## src/hdl/acfp_pkg.sv

```systemverilog
// ----------------------------------------------------------------------------
// acfp_pkg
// Types, character codes and digit helpers for the ASCII command frame
// processor.
// ----------------------------------------------------------------------------
package acfp_pkg;

  localparam int MAX_FRAME = 16;
  localparam int CNT_W     = $clog2(MAX_FRAME - 1);

  localparam logic [7:0] CH_SOF  = 8'h23;  // '#'
  localparam logic [7:0] CH_EOF  = 8'h21;  // '!'
  localparam logic [7:0] CH_E    = 8'h45;  // 'E'
  localparam logic [7:0] CH_OK   = 8'h6f;  // 'o'
  localparam logic [7:0] CH_UNK  = 8'h69;  // 'i'
  localparam logic [7:0] CH_SUM  = 8'h73;  // 's'
  localparam logic [7:0] CH_FRM  = 8'h66;  // 'f'
  localparam logic [7:0] CH_TEMP = 8'h63;  // 'c'
  localparam logic [7:0] CH_MAX  = 8'h4d;  // 'M'
  localparam logic [7:0] CH_CUR  = 8'h43;  // 'C'
  localparam logic [7:0] CH_BAND = 8'h53;  // 'S'
  localparam logic [7:0] CH_PLUS = 8'h2b;  // '+'
  localparam logic [7:0] CH_MIN  = 8'h2d;  // '-'
  localparam logic [7:0] CH_0    = 8'h30;
  localparam logic [7:0] CH_9    = 8'h39;

  typedef enum logic [1:0] {
    ST_OK    = 2'd0,
    ST_UNK   = 2'd1,
    ST_CSUM  = 2'd2,
    ST_FRAME = 2'd3
  } status_t;

  typedef struct packed {
    logic [7:0]        rx_byte;
    logic signed [7:0] sensor_temp;
  } in_item_t;

  typedef struct packed {
    logic [7:0] tx_byte;
    logic       last;
    logic [1:0] reply_status;
    logic [9:0] temp_limit;
    logic [6:0] half_band;
  } out_item_t;

  // three decimal digits {hundreds, tens, ones} of an 8-bit value
  function automatic logic [11:0] dec3(input logic [7:0] v);
    logic [13:0] ph;
    logic [3:0]  h;
    logic [7:0]  r;
    logic [14:0] pt;
    logic [3:0]  t;
    logic [3:0]  o;
    ph = {6'd0, v} * 14'd41;
    h  = {2'd0, ph[13:12]};
    r  = v - ({4'd0, h} * 8'd100);
    pt = {7'd0, r} * 15'd205;
    t  = pt[14:11];
    o  = 4'(r - ({4'd0, t} * 8'd10));
    return {h, t, o};
  endfunction

  function automatic logic [7:0] dig_ch(input logic [3:0] d);
    return {4'h3, d};
  endfunction

  function automatic logic is_dig(input logic [7:0] c);
    return (c inside {[CH_0:CH_9]});
  endfunction

endpackage

```

## src/hdl/ascii_command_frame_processor.sv

```systemverilog
// ----------------------------------------------------------------------------
// ascii_command_frame_processor
// Latency: a request is decoded while it sits in the input register; the
// first reply byte is offered on the next cycle.
// Replies are 7 or 9 bytes, one per cycle while tx_ready is high.
// Throughput: one request per cycle while no reply is pending; during a reply
// one request is buffered and the next waits for the reply's last byte.
// Reset (rst, synchronous) closes any frame and clears both settings.
// ----------------------------------------------------------------------------
module ascii_command_frame_processor import acfp_pkg::*; (
  input  logic      clk,
  input  logic      rst,
  input  logic      rx_valid,
  output logic      rx_ready,
  input  in_item_t  rx_data,
  output logic      tx_valid,
  input  logic      tx_ready,
  output out_item_t tx_data
);

  // input register
  logic     in_full;
  in_item_t in_q;

  // frame state
  logic             in_frame;
  logic [CNT_W-1:0] frame_count;
  logic [7:0]       payload_sum;
  logic [7:0]       lag_bytes [3];
  logic [7:0]       head_bytes [4];
  logic [9:0]       temp_limit_reg;
  logic [6:0]       half_band_reg;

  // reply buffer
  logic       rpl_valid;
  logic [3:0] rpl_idx;
  logic       rpl_long;
  logic [7:0] rpl_body [4];
  status_t    rpl_status;
  logic [9:0] rpl_max;
  logic [6:0] rpl_half;

  logic tx_fire;
  logic tx_last;
  logic advance;

  assign tx_fire  = tx_valid && tx_ready;
  assign advance  = in_full && (!rpl_valid || (tx_fire && tx_last));
  assign rx_ready = !in_full || advance;

  // request decode
  logic [7:0]  b;
  logic        is_close;
  logic        is_over;
  logic        need_reply;
  status_t     rp_status;
  logic        rp_long;
  logic [7:0]  rp_body [4];
  logic [9:0]  max_next;
  logic [6:0]  half_next;
  logic [11:0] sum_dig;
  logic [CNT_W-1:0] plen;
  logic        v1, v2, v3;
  logic [3:0]  d1, d2, d3;
  logic [9:0]  val2, val3;
  logic signed [7:0] ts;
  logic [6:0]  mag;
  logic [14:0] pm;
  logic [3:0]  mt, mo;

  always_comb begin
    b          = in_q.rx_byte;
    is_close   = in_frame && (b == CH_EOF);
    is_over    = in_frame && (b != CH_EOF) && (frame_count >= CNT_W'(MAX_FRAME - 2));
    need_reply = is_close || is_over;
    sum_dig    = dec3(payload_sum);
    plen       = frame_count - CNT_W'(3);

    d1 = head_bytes[1][3:0];
    d2 = head_bytes[2][3:0];
    d3 = head_bytes[3][3:0];
    v1 = (plen > CNT_W'(1)) && is_dig(head_bytes[1]);
    v2 = v1 && (plen > CNT_W'(2)) && is_dig(head_bytes[2]);
    v3 = v2 && (plen > CNT_W'(3)) && is_dig(head_bytes[3]);
    val2 = !v1 ? 10'd0 : (!v2 ? {6'd0, d1} : ({6'd0, d1} * 10'd10 + {6'd0, d2}));
    val3 = v3 ? ({6'd0, d1} * 10'd100 + {6'd0, d2} * 10'd10 + {6'd0, d3}) : val2;

    ts = in_q.sensor_temp;
    if (ts > 8'sd99) begin
      ts = 8'sd99;
    end else if (ts < -8'sd99) begin
      ts = -8'sd99;
    end
    mag = ts[7] ? 7'(-ts) : ts[6:0];
    pm  = {8'd0, mag} * 15'd205;
    mt  = pm[14:11];
    mo  = 4'(mag - ({3'd0, mt} * 7'd10));

    max_next   = temp_limit_reg;
    half_next  = half_band_reg;
    rp_status  = ST_OK;
    rp_long    = 1'b0;
    rp_body[0] = CH_E;
    rp_body[1] = CH_OK;
    rp_body[2] = 8'd0;
    rp_body[3] = 8'd0;

    if (is_over) begin
      rp_status  = ST_FRAME;
      rp_body[1] = CH_FRM;
    end else if (frame_count < CNT_W'(3) ||
                 lag_bytes[0] != dig_ch(sum_dig[11:8]) ||
                 lag_bytes[1] != dig_ch(sum_dig[7:4]) ||
                 lag_bytes[2] != dig_ch(sum_dig[3:0])) begin
      rp_status  = ST_CSUM;
      rp_body[1] = CH_SUM;
    end else if (plen == '0) begin
      rp_status  = ST_UNK;
      rp_body[1] = CH_UNK;
    end else begin
      case (head_bytes[0])
        CH_MAX: begin
          max_next = val3;
        end
        CH_BAND: begin
          half_next = val2[6:0];
        end
        CH_CUR: begin
          rp_long    = 1'b1;
          rp_body[0] = CH_TEMP;
          rp_body[1] = ts[7] ? CH_MIN : CH_PLUS;
          rp_body[2] = dig_ch(mt);
          rp_body[3] = dig_ch(mo);
        end
        default: begin
          rp_status  = ST_UNK;
          rp_body[1] = CH_UNK;
        end
      endcase
    end
    if (!is_close) begin
      max_next  = temp_limit_reg;
      half_next = half_band_reg;
    end
  end

  always_ff @(posedge clk) begin
    if (rst) begin
      in_full <= 1'b0;
    end else if (rx_ready) begin
      in_full <= rx_valid;
    end
    if (rx_valid && rx_ready) begin
      in_q <= rx_data;
    end
  end

  always_ff @(posedge clk) begin
    if (rst) begin
      in_frame       <= 1'b0;
      frame_count    <= '0;
      payload_sum    <= 8'd0;
      temp_limit_reg <= 10'd0;
      half_band_reg  <= 7'd0;
    end else if (advance) begin
      temp_limit_reg <= max_next;
      half_band_reg  <= half_next;
      if (!in_frame) begin
        if (b == CH_SOF) begin
          in_frame    <= 1'b1;
          frame_count <= '0;
          payload_sum <= 8'd0;
        end
      end else if (need_reply) begin
        in_frame <= 1'b0;
      end else begin
        if (frame_count >= CNT_W'(3)) begin
          payload_sum <= payload_sum + lag_bytes[0];
        end
        frame_count <= frame_count + CNT_W'(1);
      end
    end
  end

  always_ff @(posedge clk) begin
    if (advance && in_frame && !need_reply) begin
      lag_bytes[0] <= lag_bytes[1];
      lag_bytes[1] <= lag_bytes[2];
      lag_bytes[2] <= b;
      if (frame_count < CNT_W'(4)) begin
        head_bytes[frame_count[1:0]] <= b;
      end
    end
  end

  // reply buffer and serializer
  always_ff @(posedge clk) begin
    if (rst) begin
      rpl_valid <= 1'b0;
      rpl_idx   <= 4'd0;
    end else if (advance && need_reply) begin
      rpl_valid <= 1'b1;
      rpl_idx   <= 4'd0;
    end else if (tx_fire) begin
      if (tx_last) begin
        rpl_valid <= 1'b0;
      end else begin
        rpl_idx <= rpl_idx + 4'd1;
      end
    end
    if (advance && need_reply) begin
      rpl_long   <= rp_long;
      rpl_body   <= rp_body;
      rpl_status <= rp_status;
      rpl_max    <= max_next;
      rpl_half   <= half_next;
    end
  end

  logic [7:0]  body_sum;
  logic [11:0] rsum_dig;
  logic [3:0]  last_idx;
  logic [3:0]  dig_base;
  logic [7:0]  tx_ch;

  always_comb begin
    body_sum = rpl_body[0] + rpl_body[1] + rpl_body[2] + rpl_body[3];
    rsum_dig = dec3(body_sum);
    last_idx = rpl_long ? 4'd8 : 4'd6;
    dig_base = rpl_long ? 4'd5 : 4'd3;
    tx_last  = (rpl_idx == last_idx);
    if (rpl_idx == 4'd0) begin
      tx_ch = CH_SOF;
    end else if (rpl_idx < dig_base) begin
      tx_ch = rpl_body[2'(rpl_idx - 4'd1)];
    end else if (rpl_idx == dig_base) begin
      tx_ch = dig_ch(rsum_dig[11:8]);
    end else if (rpl_idx == dig_base + 4'd1) begin
      tx_ch = dig_ch(rsum_dig[7:4]);
    end else if (rpl_idx == dig_base + 4'd2) begin
      tx_ch = dig_ch(rsum_dig[3:0]);
    end else begin
      tx_ch = CH_EOF;
    end
  end

  assign tx_valid             = rpl_valid;
  assign tx_data.tx_byte      = tx_ch;
  assign tx_data.last         = tx_last;
  assign tx_data.reply_status = rpl_status;
  assign tx_data.temp_limit   = rpl_max;
  assign tx_data.half_band    = rpl_half;

endmodule

```

## config.mk

```make
export PLATFORM = sky130hd
export DESIGN_NAME = ascii_command_frame_processor
export DESIGN_NICKNAME = d
export VERILOG_FILES = /design/src/hdl/acfp_pkg.sv /design/src/hdl/ascii_command_frame_processor.sv
export SDC_FILE = /design/constraint.sdc
export NUM_CORES = 1
export LEC_CHECK = 0
export ABC_CLOCK_PERIOD_IN_PS = 16000
export BUFFER_PORTS_ARGS = -buffer_cell sky130_fd_sc_hd__buf_2
export CORE_ASPECT_RATIO = 0.7
export CORE_UTILIZATION = 45
export DETAILED_ROUTE_END_ITERATION = 8
export SYNTH_ARGS = -nofsm -noshare
export SYNTH_HDL_FRONTEND = slang
export SYNTH_SLANG_ARGS = --single-unit
```

## constraint.sdc

```tcl
create_clock -name clk -period 16 [get_ports clk]
set_clock_uncertainty 0.1 [all_clocks]
set_input_delay 2.4 -clock clk [delete_from_list [all_inputs] [get_ports clk]]
set_output_delay 2.4 -clock clk [all_outputs]
set_load 0.02 [all_outputs]
```

# [Word level (Yosys, flattened, before mapping)]
# Memory sizes are Yosys's and may differ from the RTL's.
# Index checks and enable logic that the tools add are counted.
# Widths: inputs -> output; s select.
[op_classes] n_eq_ne=15 n_addsub=19 bitwise_logic=3 order_cmp=17 n_mul=13 n_reduce_logical=42 mux=54
[op_table] operator="$mux 8" count=10
[op_table] operator="$mux 10" count=6
[op_table] operator="$mux 7" count=6
[op_table] operator="$mul 8x8->15 const B" count=2
[op_table] operator="$mul 8x6->14 const B" count=2
[op_table] operator="$mux 5" count=5
[op_table] operator="$add 8x8->8" count=3
[op_table] operator="$eq 8x7->1 const B" count=3
[op_table] operator="$ge 8x6->1 const B" count=3
[op_table] operator="$le 8x6->1 const B" count=3
[op_table] operator="$ne 8x6->1" count=3
[op_table] operator="$logic_and 1x1->1" count=18
[op_table] operator="$mux 9" count=2
[op_table] operator="$bmux 8 s2" count=1
[op_table] operator="$eq 8x6->1 const B" count=2
[op_table] operator="$mux 4" count=4
[op_table] operator="$sub 8x8->8" count=2
[op_table] operator="$mul 7x8->15 const B" count=1
[op_table] operator="$mux 1" count=15
[op_table] operator="$mul 4x3->7 const B" count=2
[op_table] operator="$mux 14" count=1
[op_table] operator="$pmux 7 s2" count=1
[op_table] operator="$eq 4x4->1" count=3
[op_table] operator="$mul 2x5->6 const B" count=2
[op_table] operator="other kinds (41)" count=63
[totals] input_bits=20 regBits=103 word_cells=188 mem_count=2 mem_bits_rw=56 out_inout_bits=30
[mem_list] name="head_bytes" words=4 width=8 read_ports=4 rd_clocked_by_memory_dff=0 write_ports=1 line="ascii_command_frame_processor.sv:30" rtl="logic [7:0] head_bytes [4];"
[mem_list] name="lag_bytes" words=3 width=8 read_ports=3 rd_clocked_by_memory_dff=0 write_ports=3 line="ascii_command_frame_processor.sv:29" rtl="logic [7:0] lag_bytes [3];"

# [Longest topological paths before layout]
# Gate-level depths: netlist of the first run.
[logic_depth] depth_word=14 depth_mapped=47

# [Worst setup path after synthesis of the first run]
# Ideal clock, no wire load.
[synth_timing] path_type="register -> output" startpoint="register rpl_body[1] (netlist bit)" endpoint="output tx_data[23] (netlist bit)" path_slack_ps=3348 path_stages_with_launch=43 n_path_buf=0 t_arrival_ps=10152 t_required_ps=13500 path_cell_list="edfxtp_1 inv_1 fa_1 inv_1 fa_1 ha_1 fa_1 and3b_2 or3_1 xor2_1 inv_1 ha_1 ha_1 ha_1 ha_1 o21ai_0 a211oi_1 a21oi_1 [... 7 more ...] fa_1 inv_1 fa_1 inv_1 fa_1 inv_1 ha_1 o21a_1 o21ai_0 o21bai_1 xor2_1 ha_1 fa_1 xnor2_1 xnor2_1 xnor2_1 a31oi_1 a21oi_2"
[synth_rtl] element="from (decl)" line="ascii_command_frame_processor.sv:38" rtl="logic [7:0] rpl_body [4];"
[synth_rtl] element="from (signal assigned)" line="ascii_command_frame_processor.sv:213" rtl="rpl_body <= rp_body;"
[synth_rtl] element="to (decl)" line="ascii_command_frame_processor.sv:18" rtl="output out_item_t tx_data"

==> results.txt, run 1 <==
The critical path is of the reg -> out type. Once the clock tree was built, the setup fixing pass inserted 0 buffers. The number of slew-limit violations in the final report is 0.

The first global-routing pass estimated 45.0 mm of wire. Among all stages on the critical path, the largest delay is contributed by sky130_fd_sc_hd__fa_1. For the worst setup path, the data arrival time is 11.50 ns. Delay of the slowest cell on the worst path: 0.55 ns. TritonCTS built the clock tree. The tightest hold margin came out at 0.353 ns. Clock tree synthesis inserted a total of 17 buffers. The internal power of the cells totals 0.000820 W.

In the final routed layout, each cell accounts on average for 16.2 um. The number of distinct library cells after synthesis was 85. Quantity of gates resized following cts: 0. The tools report the number of buffers on the longest clock path as 2. In the final design database the tool counted 1575 nets. For this design, the sink count on the clock tree is 143.

The pin slew with the least headroom to its limit was 1.05 ns; the part of the total power dissipated in sequential elements was 35.2%. The final layout contains routed wiring with a total length of 26.7 mm. The number of inserted diodes is 0.

The number of antenna-violating nets in the routed design was 0. The flip-flop count of the largest register after layout is 32. The capturing element type of the critical path is a primary output.

The run finished with clean final reports. The layout cell share with drive strength beyond 1 is 11.3%. Clock-pin slew was measured on the worst setup and hold paths at 0.06 ns.

Once the floorplan was initialized, standard cells occupied 46.0% of the core. Setup repair after global routing left no endpoint under its margin. In the post-synthesis netlist, the biggest area contributors are sky130_fd_sc_hd__edfxtp_1 25%, sky130_fd_sc_hd__ha_1 23%, sky130_fd_sc_hd__fa_1 7.7%, sky130_fd_sc_hd__dfxtp_1 5.6%, sky130_fd_sc_hd__inv_1 4.4%.

Dividing the detail-routed via count by the number of cells gives 5.26. The die covers 29200 um^2. Maximum level of the CTS H-tree: 4.

For this design the ratio of total power to cell area is 81.8 nW/um^2. The first routing iteration left 551 violations. The net switching power figure is 0.000336 W. Leakage component of the power: 6.39 nW. In this run, post-CTS hold repair placed 0 buffers. Routability-driven placement finished with a final weighted congestion of 0.864.

In this run the vertical extent of the chip is 143 um. The tools report the post-synthesis cell count as 1218. The run gives 0 as the count of final hold-check violations. Worst hold path class: reg -> reg. The tools report the placeable core region as 27900 um^2.

Per report_power, the combinational group accounts for 27.1% of the total. The library cell occupying the most area in the post-synthesis netlist was sky130_fd_sc_hd__edfxtp_1. The number of flip-flops and latches in the synthesized netlist is 143, and the net switching share of the total power is 29.1%. For the setup violation total in the final timing report, the log shows 0. The minimum period implied by the final worst setup slack is 14.00 ns, and the initial antenna violation count is 0. The tools report the via count of the first global-routing pass as 8630.

The final critical path takes up 87.5% of the cycle. For the final routed database, the setup TNS stands at 0 ns. The tools report the number of ports placed on the die boundary as 50. At the worst endpoint, the required time is 13.50 ns.

The tools report the latest clock arrival within the worst-skew pair as 0.42 ns. The tightest slew margin relative to the limit was 28.9%. From left edge to right edge, the die measures 204 um.

The setup check on the worst reg-to-reg path leaves a slack of 4.46 ns. For the number of synthesis warnings, the log shows 0. The average cell area after synthesis was 10.5 um^2; the highest net fanout along the worst path was 8. The tools report the sequential-to-total area share from yosys stat as 30.7%.

In this run the core area contains 51 standard-cell rows. Overall fraction of global-route tracks in use: 19.6%. The portion of synthesized cell area occupied by the leading cell type was 25.1%.

Fill cells in the final layout number 2523. Most prevalent standard cell on the critical path: sky130_fd_sc_hd__ha_1. The number of nets handed over by synthesis was 1524. VDD sags by at most 71.0 uV. The most used flip-flop cell after synthesis is sky130_fd_sc_hd__edfxtp_1.

After detailed routing, the number of remaining DRC violations is 0. The clock network is responsible for 37.8% of the overall power. The tools report the cell area after synthesis as 12800 um^2.

The tools report the cell at the root of the clock tree as sky130_fd_sc_hd__clkbuf_16. The tools report the pin count of the biggest net entering global routing as 51. For this run, asynchronously set or reset flops after synthesis account for 0%.

The top cell types in the final layout, fill and taps aside, are 237 x sky130_fd_sc_hd__ha_1, 149 x sky130_fd_sc_hd__inv_1, 107 x sky130_fd_sc_hd__edfxtp_1. The most common cell after layout, fill and taps aside is sky130_fd_sc_hd__ha_1. Across the run, the number of max-cap violations was 0. Buffers placed on the I/O ports in this run total 48. The total number of vias came out at 8691. The first TritonRoute pass finished after 5 iterations.

Once detailed placement completed, the half-perimeter wirelength came to 21.3 mm. The worst setup path is launched from a flip-flop. Based on the critical path, the design can be clocked at up to 0.0715 GHz.

The count of flip-flops with a built-in enable after synthesis works out to 107. The total overflow left after global routing is 0. Layout overhead on the synthesized area: 10.2%.
metrics by stage:
step	util [%]	setup slack [ns]	instances	area [um^2]	total power, W
3_5_place_dp	48.3	2.43	1621	13500	0.000730
3_3_place_gp	48.3	2.79	1621	13500	0.000725
6_report	50.7	2.00	1653	14100	0.00116
4_1_cts	50.7	1.94	1653	14100	0.00117
5_1_grt	50.7	1.20	1653	14100	0.00124
2_1_floorplan	-	3.35	1218	12800	0.000662
critical path: cells and delay by family (launching register included):
kind / cells / cell delay [ns]
AO/OA/AOI/OAI: 9 / 1.85
XOR/XNOR: 7 / 1.59
adder cells (fa/ha/maj): 16 / 5.80
buffers and inverters: 8 / 0.65
flip-flops: 1 / 0.35
AND/OR/NAND/NOR: 3 / 0.82
routing by layer:
layer | share of wire [%] | global-route usage, %
met5 | 0 | 0
met4 | 0.69 | 3.64
met3 | 3.9 | 3.29
met2 | 41 | 28.9
met1 | 54 | 29.8
kinds of logic after synthesis:
family                     share of synthesized area [%]
xor gates and xnor gates                            6.56
buffers and inverters                               5.18
adders and majority gates                           30.8
AOI/OAI and AO/OA                                   9.62
muxes                                               4.38
DFF                                                 30.7
and+or+nand+nor                                     12.8
other                                             0.0292
Yosys cell counts (all sizes together), types with 3 or more instances:
cell type	count
o211a	3
nand2	52
nor4	9
o2111ai	3
nand3b	3
nor2	76
a211o	3
a21oi	59
nand3	18
o21bai	10
mux2	29
xnor3	4
a211oi	6
and2b	3
nand4	13
and2	19
nor3b	7
fa	49
xnor2	55
a2111oi	3
o21ai	33
o211ai	5
or3	5
and4b	3
nor4bb	4
buf	5
a31oi	7
nand2b	23
dfxtp	36
inv	149
ha	237
nor4b	4
xor2	27
clkbuf	15
a21o	21
o21a	3
nor3	27
edfxtp	107
or2	6
nor2b	17
mux2i	19
worst paths after layout:
kind         depth (start not counted)                        start                          to
max reg2reg                         38  payload_sum[1]$_SDFFE_PP0P_        rpl_max[4]$_DFFE_PP_
min reg2reg                          0   lag_bytes[0][23]$_DFFE_PP_  lag_bytes[0][15]$_DFFE_PP_
max                                 43    rpl_body[1]$_SDFFCE_PP0P_                 tx_data[23]
min                                  0   lag_bytes[0][23]$_DFFE_PP_  lag_bytes[0][15]$_DFFE_PP_
power by group through the flow:
stage | clock network [W] | logic [W] | registers [W]
finish | 0.000436 | 0.000313 | 0.000406
global route | 0.000460 | 0.000370 | 0.000407
CTS | 0.000445 | 0.000320 | 0.000407
detailed placement | 0 | 0.000316 | 0.000415
global placement | 0 | 0.000311 | 0.000415
floorplan | 0 | 0.000251 | 0.000412
area by class of cell:
type	instances	area [um^2]	share of cell area, %
Inverter	150	563	3.98
Clock inverter	15	226	1.60
Tap cell	371	464	3.29
Multi-Input combinational cell	905	8250	58.4
Timing Repair Buffer	52	270	1.91
Clock buffer	17	425	3.01
Sequential cell	143	3930	27.8
Power figures use the tool's default switching activity.
==> run 2: changes to the inputs <==
--- a/config.mk
+++ b/config.mk
@@ -5,7 +5,7 @@
 export SDC_FILE = /design/constraint.sdc
 export NUM_CORES = 1
 export LEC_CHECK = 0
-export ABC_CLOCK_PERIOD_IN_PS = 16000
+export ABC_CLOCK_PERIOD_IN_PS = 17200
 export BUFFER_PORTS_ARGS = -buffer_cell sky130_fd_sc_hd__buf_2
 export CORE_ASPECT_RATIO = 0.7
 export CORE_UTILIZATION = 45
==> constraint.sdc (replaced) <==
create_clock -name clk -period 17.2 [get_ports clk]
set_clock_uncertainty 0.1 [all_clocks]
set_input_delay 2.58 -clock clk [delete_from_list [all_inputs] [get_ports clk]]
set_output_delay 2.58 -clock clk [all_outputs]
set_load 0.02 [all_outputs]
==> run 2 against run 1 <==
Sequential cell count did not move; critical path depth did not move; utilization fell by 0.18 points; die area did not move; count of clock-buffer cells in the layout did not move; largest power group unchanged.
==> results.txt, run 2 (synthesis gave the netlist of run 1 again) <==
The highest net fanout along the worst path was 8 (unchanged); the maximum level of the CTS H-tree was 4 (unchanged). The setup violation total in the final timing report was 0 (unchanged); the worst IR drop on VDD was 67.3 uV (-5.1%). The critical path required time was 14.52 ns (+1.02 ns); the global-route wire length before repair was 44.9 mm (-0.14%). The tools report the tightest slew margin relative to the limit as 17.1% (-12 points). The logs give 1653 (unchanged) for the number of cells in the finished layout apart from fillers and 0 (unchanged) for the count of final hold-check violations. The run gives 14100 um^2 (-0.35%) as the final standard cell area without fillers.

The worst path in the final design needs a cycle of 14.15 ns, including I/O delays and setup. For the number of ports placed on the die boundary, the log shows 50 (unchanged). The final clock period utilization by the worst path was 82.3%; the upper clock frequency limit was 0.0707 GHz. Pin count of the biggest net entering global routing: 51 (unchanged). Largest delay contributor family on the critical path: adder cells. The tightest min-delay check is of the reg -> reg type. The number of buffers on the longest clock path came out at 2 (unchanged).

The initial antenna violation count was 0 (unchanged). The tools report the number of buffers created by CTS as 17 (unchanged). The tools report the clock net sink count as 143 (unchanged). The initial standard-cell utilization of the core is 46.0% (unchanged). The run finished with clean final reports. For the final sum of negative setup slack, the log shows 0 ns (unchanged).

The logs give 0 (unchanged) for the total setup buffers inserted after CTS and 0.339 ns (-0.0140 ns) for the tightest hold margin. The count of port buffers added during placement was 48 (unchanged); the number of search-and-repair iterations in the first detailed-routing pass was 5 (unchanged). Total number of vias: 8749 (+0.67%).

After global routing, the most crowded layer is met1. The detailed placer's ending HPWL was 21.4 mm (+0.21%). The layout cell share with drive strength beyond 1 came out at 11.2% (-0.078 points). The ratio of routed vias to standard cells is 5.29 (+0.67%). The hold buffer count at CTS came out at 0 (unchanged). The average detailed-routed wire length per instance is 16.2 um (+0.37%). The storage element area is 3930 um^2 (unchanged), and the post-layout total power is 0.00105 W (-9.1%).

Number of cell rows: 51 (unchanged). The power per cell area was 74.6 nW/um^2 (-8.8%). The placeable core region was 27900 um^2 (unchanged); the number of max-cap violations was 0 (unchanged).

The count of unresolved DRC violations after routing came out at 0 (unchanged). The library cells used most frequently in the layout, excluding fill and tap cells, are 237 x sky130_fd_sc_hd__ha_1, 149 x sky130_fd_sc_hd__inv_1, 107 x sky130_fd_sc_hd__edfxtp_1. Number of fillers in the final layout: 2533 (+0.40%). The die span in x was 204 um (unchanged).

Setup repair after global routing left no endpoint under its margin. The tools report the leakage component of the power as 6.38 nW (-0.17%). The run gives 26.8 mm (+0.37%) as the total wire length. Register clock-pin slew on the reported worst setup and hold paths: 0.07 ns (about the same).

Leaving out fill and tap cells, the most frequent cell in the layout is sky130_fd_sc_hd__ha_1. The area used by multi-input combinational logic was 8250 um^2 (unchanged). The worst setup path is launched from a flip-flop. Cell at the root of the clock tree: sky130_fd_sc_hd__clkbuf_16.

The number of antenna-violating nets in the routed design is 0 (unchanged), and the flip-flop count of the largest register after layout is 32 (unchanged). Compared with the post-synthesis result, the final layout area differs by 9.82%. TritonCTS built the clock tree. The cell that appears most often on the critical path is sky130_fd_sc_hd__ha_1. The overall die area is 29200 um^2 (unchanged), and the quantity of gates resized following cts is 0 (unchanged). For the final net count, the log shows 1575 (unchanged). The kind of critical path is reg -> out. The global routing usage on met3 came out at 2.74% (-0.55 points). On the critical path, the stage with the largest delay is an instance of sky130_fd_sc_hd__fa_1.

The number of slew-limit violations in the final report came out at 0 (unchanged). The logs give 29.8% (about the same) for the global-route track usage on met1 and 484 (-12%) for the initial DRC count. Overall fraction of global-route tracks in use: 19.6% (+0.067 points).

The pin slew with the least headroom to its limit was 1.23 ns (+0.175 ns); the delay of the slowest cell on the worst path was 0.55 ns (about the same). The tools report the number of placed instances with taps included as 1621 (unchanged). STA classifies the critical path endpoint as a primary output. The logs give 8570 (-0.70%) for the via count of the first global-routing pass and 13500 um^2 (unchanged) for the total cell area at the placement stage.

The tools report the met2 track utilization from global routing as 29.0% (+0.14 points). Residual overflow from global routing: 0 (unchanged). The final RePlAce weighted congestion was 0.864 (unchanged); the worst path buffer plus inverter count was 8 (unchanged).

The run gives 0.43 ns (about the same) as the latest clock arrival within the worst-skew pair. The height of the die is 143 um (unchanged). The logs give 11.47 ns (-0.03 ns) for the data arrival at the endpoint of the critical path and 0 (unchanged) for the number of inserted diodes.
[run 2: changes by cell type in the layout (fill, tap and decap cells not counted), sizes merged]
| cell | before | now |
|---|---|---|
| bufinv | 4 | 2 |
| clkinv | 4 | 6 |
| clkinvlp | 3 | 0 |
| inv | 154 | 157 |
[run 2: final cells by class]
| cell class | count | share of cell area, % |
|---|---|---|
| Sequential cell | 143 | 27.9 |
| Tap cell | 371 | 3.30 |
| Timing Repair Buffer | 52 | 1.92 |
| Multi-Input combinational cell | 905 | 58.6 |
| Clock buffer | 17 | 3.02 |
| Clock inverter | 15 | 1.25 |
| Inverter | 150 | 4.00 |
[run 2: per-layer routing]
layer / up-vias / routed length [um]
li1: 4428 / -
met1: 4168 / 14500
met4: 0 / 333
met5: - / 0
met3: 22 / 858
met2: 131 / 11200
[run 2: worst paths after layout]
kind | startpoint | to | slack [ns] | depth (start not counted)
min | lag_bytes[0][23]$_DFFE_PP_ | lag_bytes[0][15]$_DFFE_PP_ | 0.34 | 0
max | rpl_body[1]$_SDFFCE_PP0P_ | tx_data[23] | 3.05 | 43
max reg2reg | payload_sum[1]$_SDFFE_PP0P_ | rpl_max[4]$_DFFE_PP_ | 5.63 | 38
min reg2reg | lag_bytes[0][23]$_DFFE_PP_ | lag_bytes[0][15]$_DFFE_PP_ | 0.34 | 0
[run 2: worst register-to-register path: cells and delay by family, from the launching register on]
family          cells  cell delay [ns]
compound gates     13             2.63
xor+xnor            4             1.15
fa+ha+maj          12             4.60
buf+inv             4             0.26
flops               1             0.59
mux                 1             0.44
simple gates        4             1.56
[run 2: stage by stage]
stage	setup slack, ns	util, %
2_1_floorplan	4.37	-
3_3_place_gp	3.81	48.3
3_5_place_dp	3.51	48.3
4_1_cts	3.02	50.5
5_1_grt	2.32	50.5
6_report	3.05	50.5
[run 2: where the power goes]
part	switching (W)	total, W	internal [W]
Combinational	0.000151	0.000293	0.000142
Clock	0.000160	0.000379	0.000219
Sequential	0.00000562	0.000378	0.000373
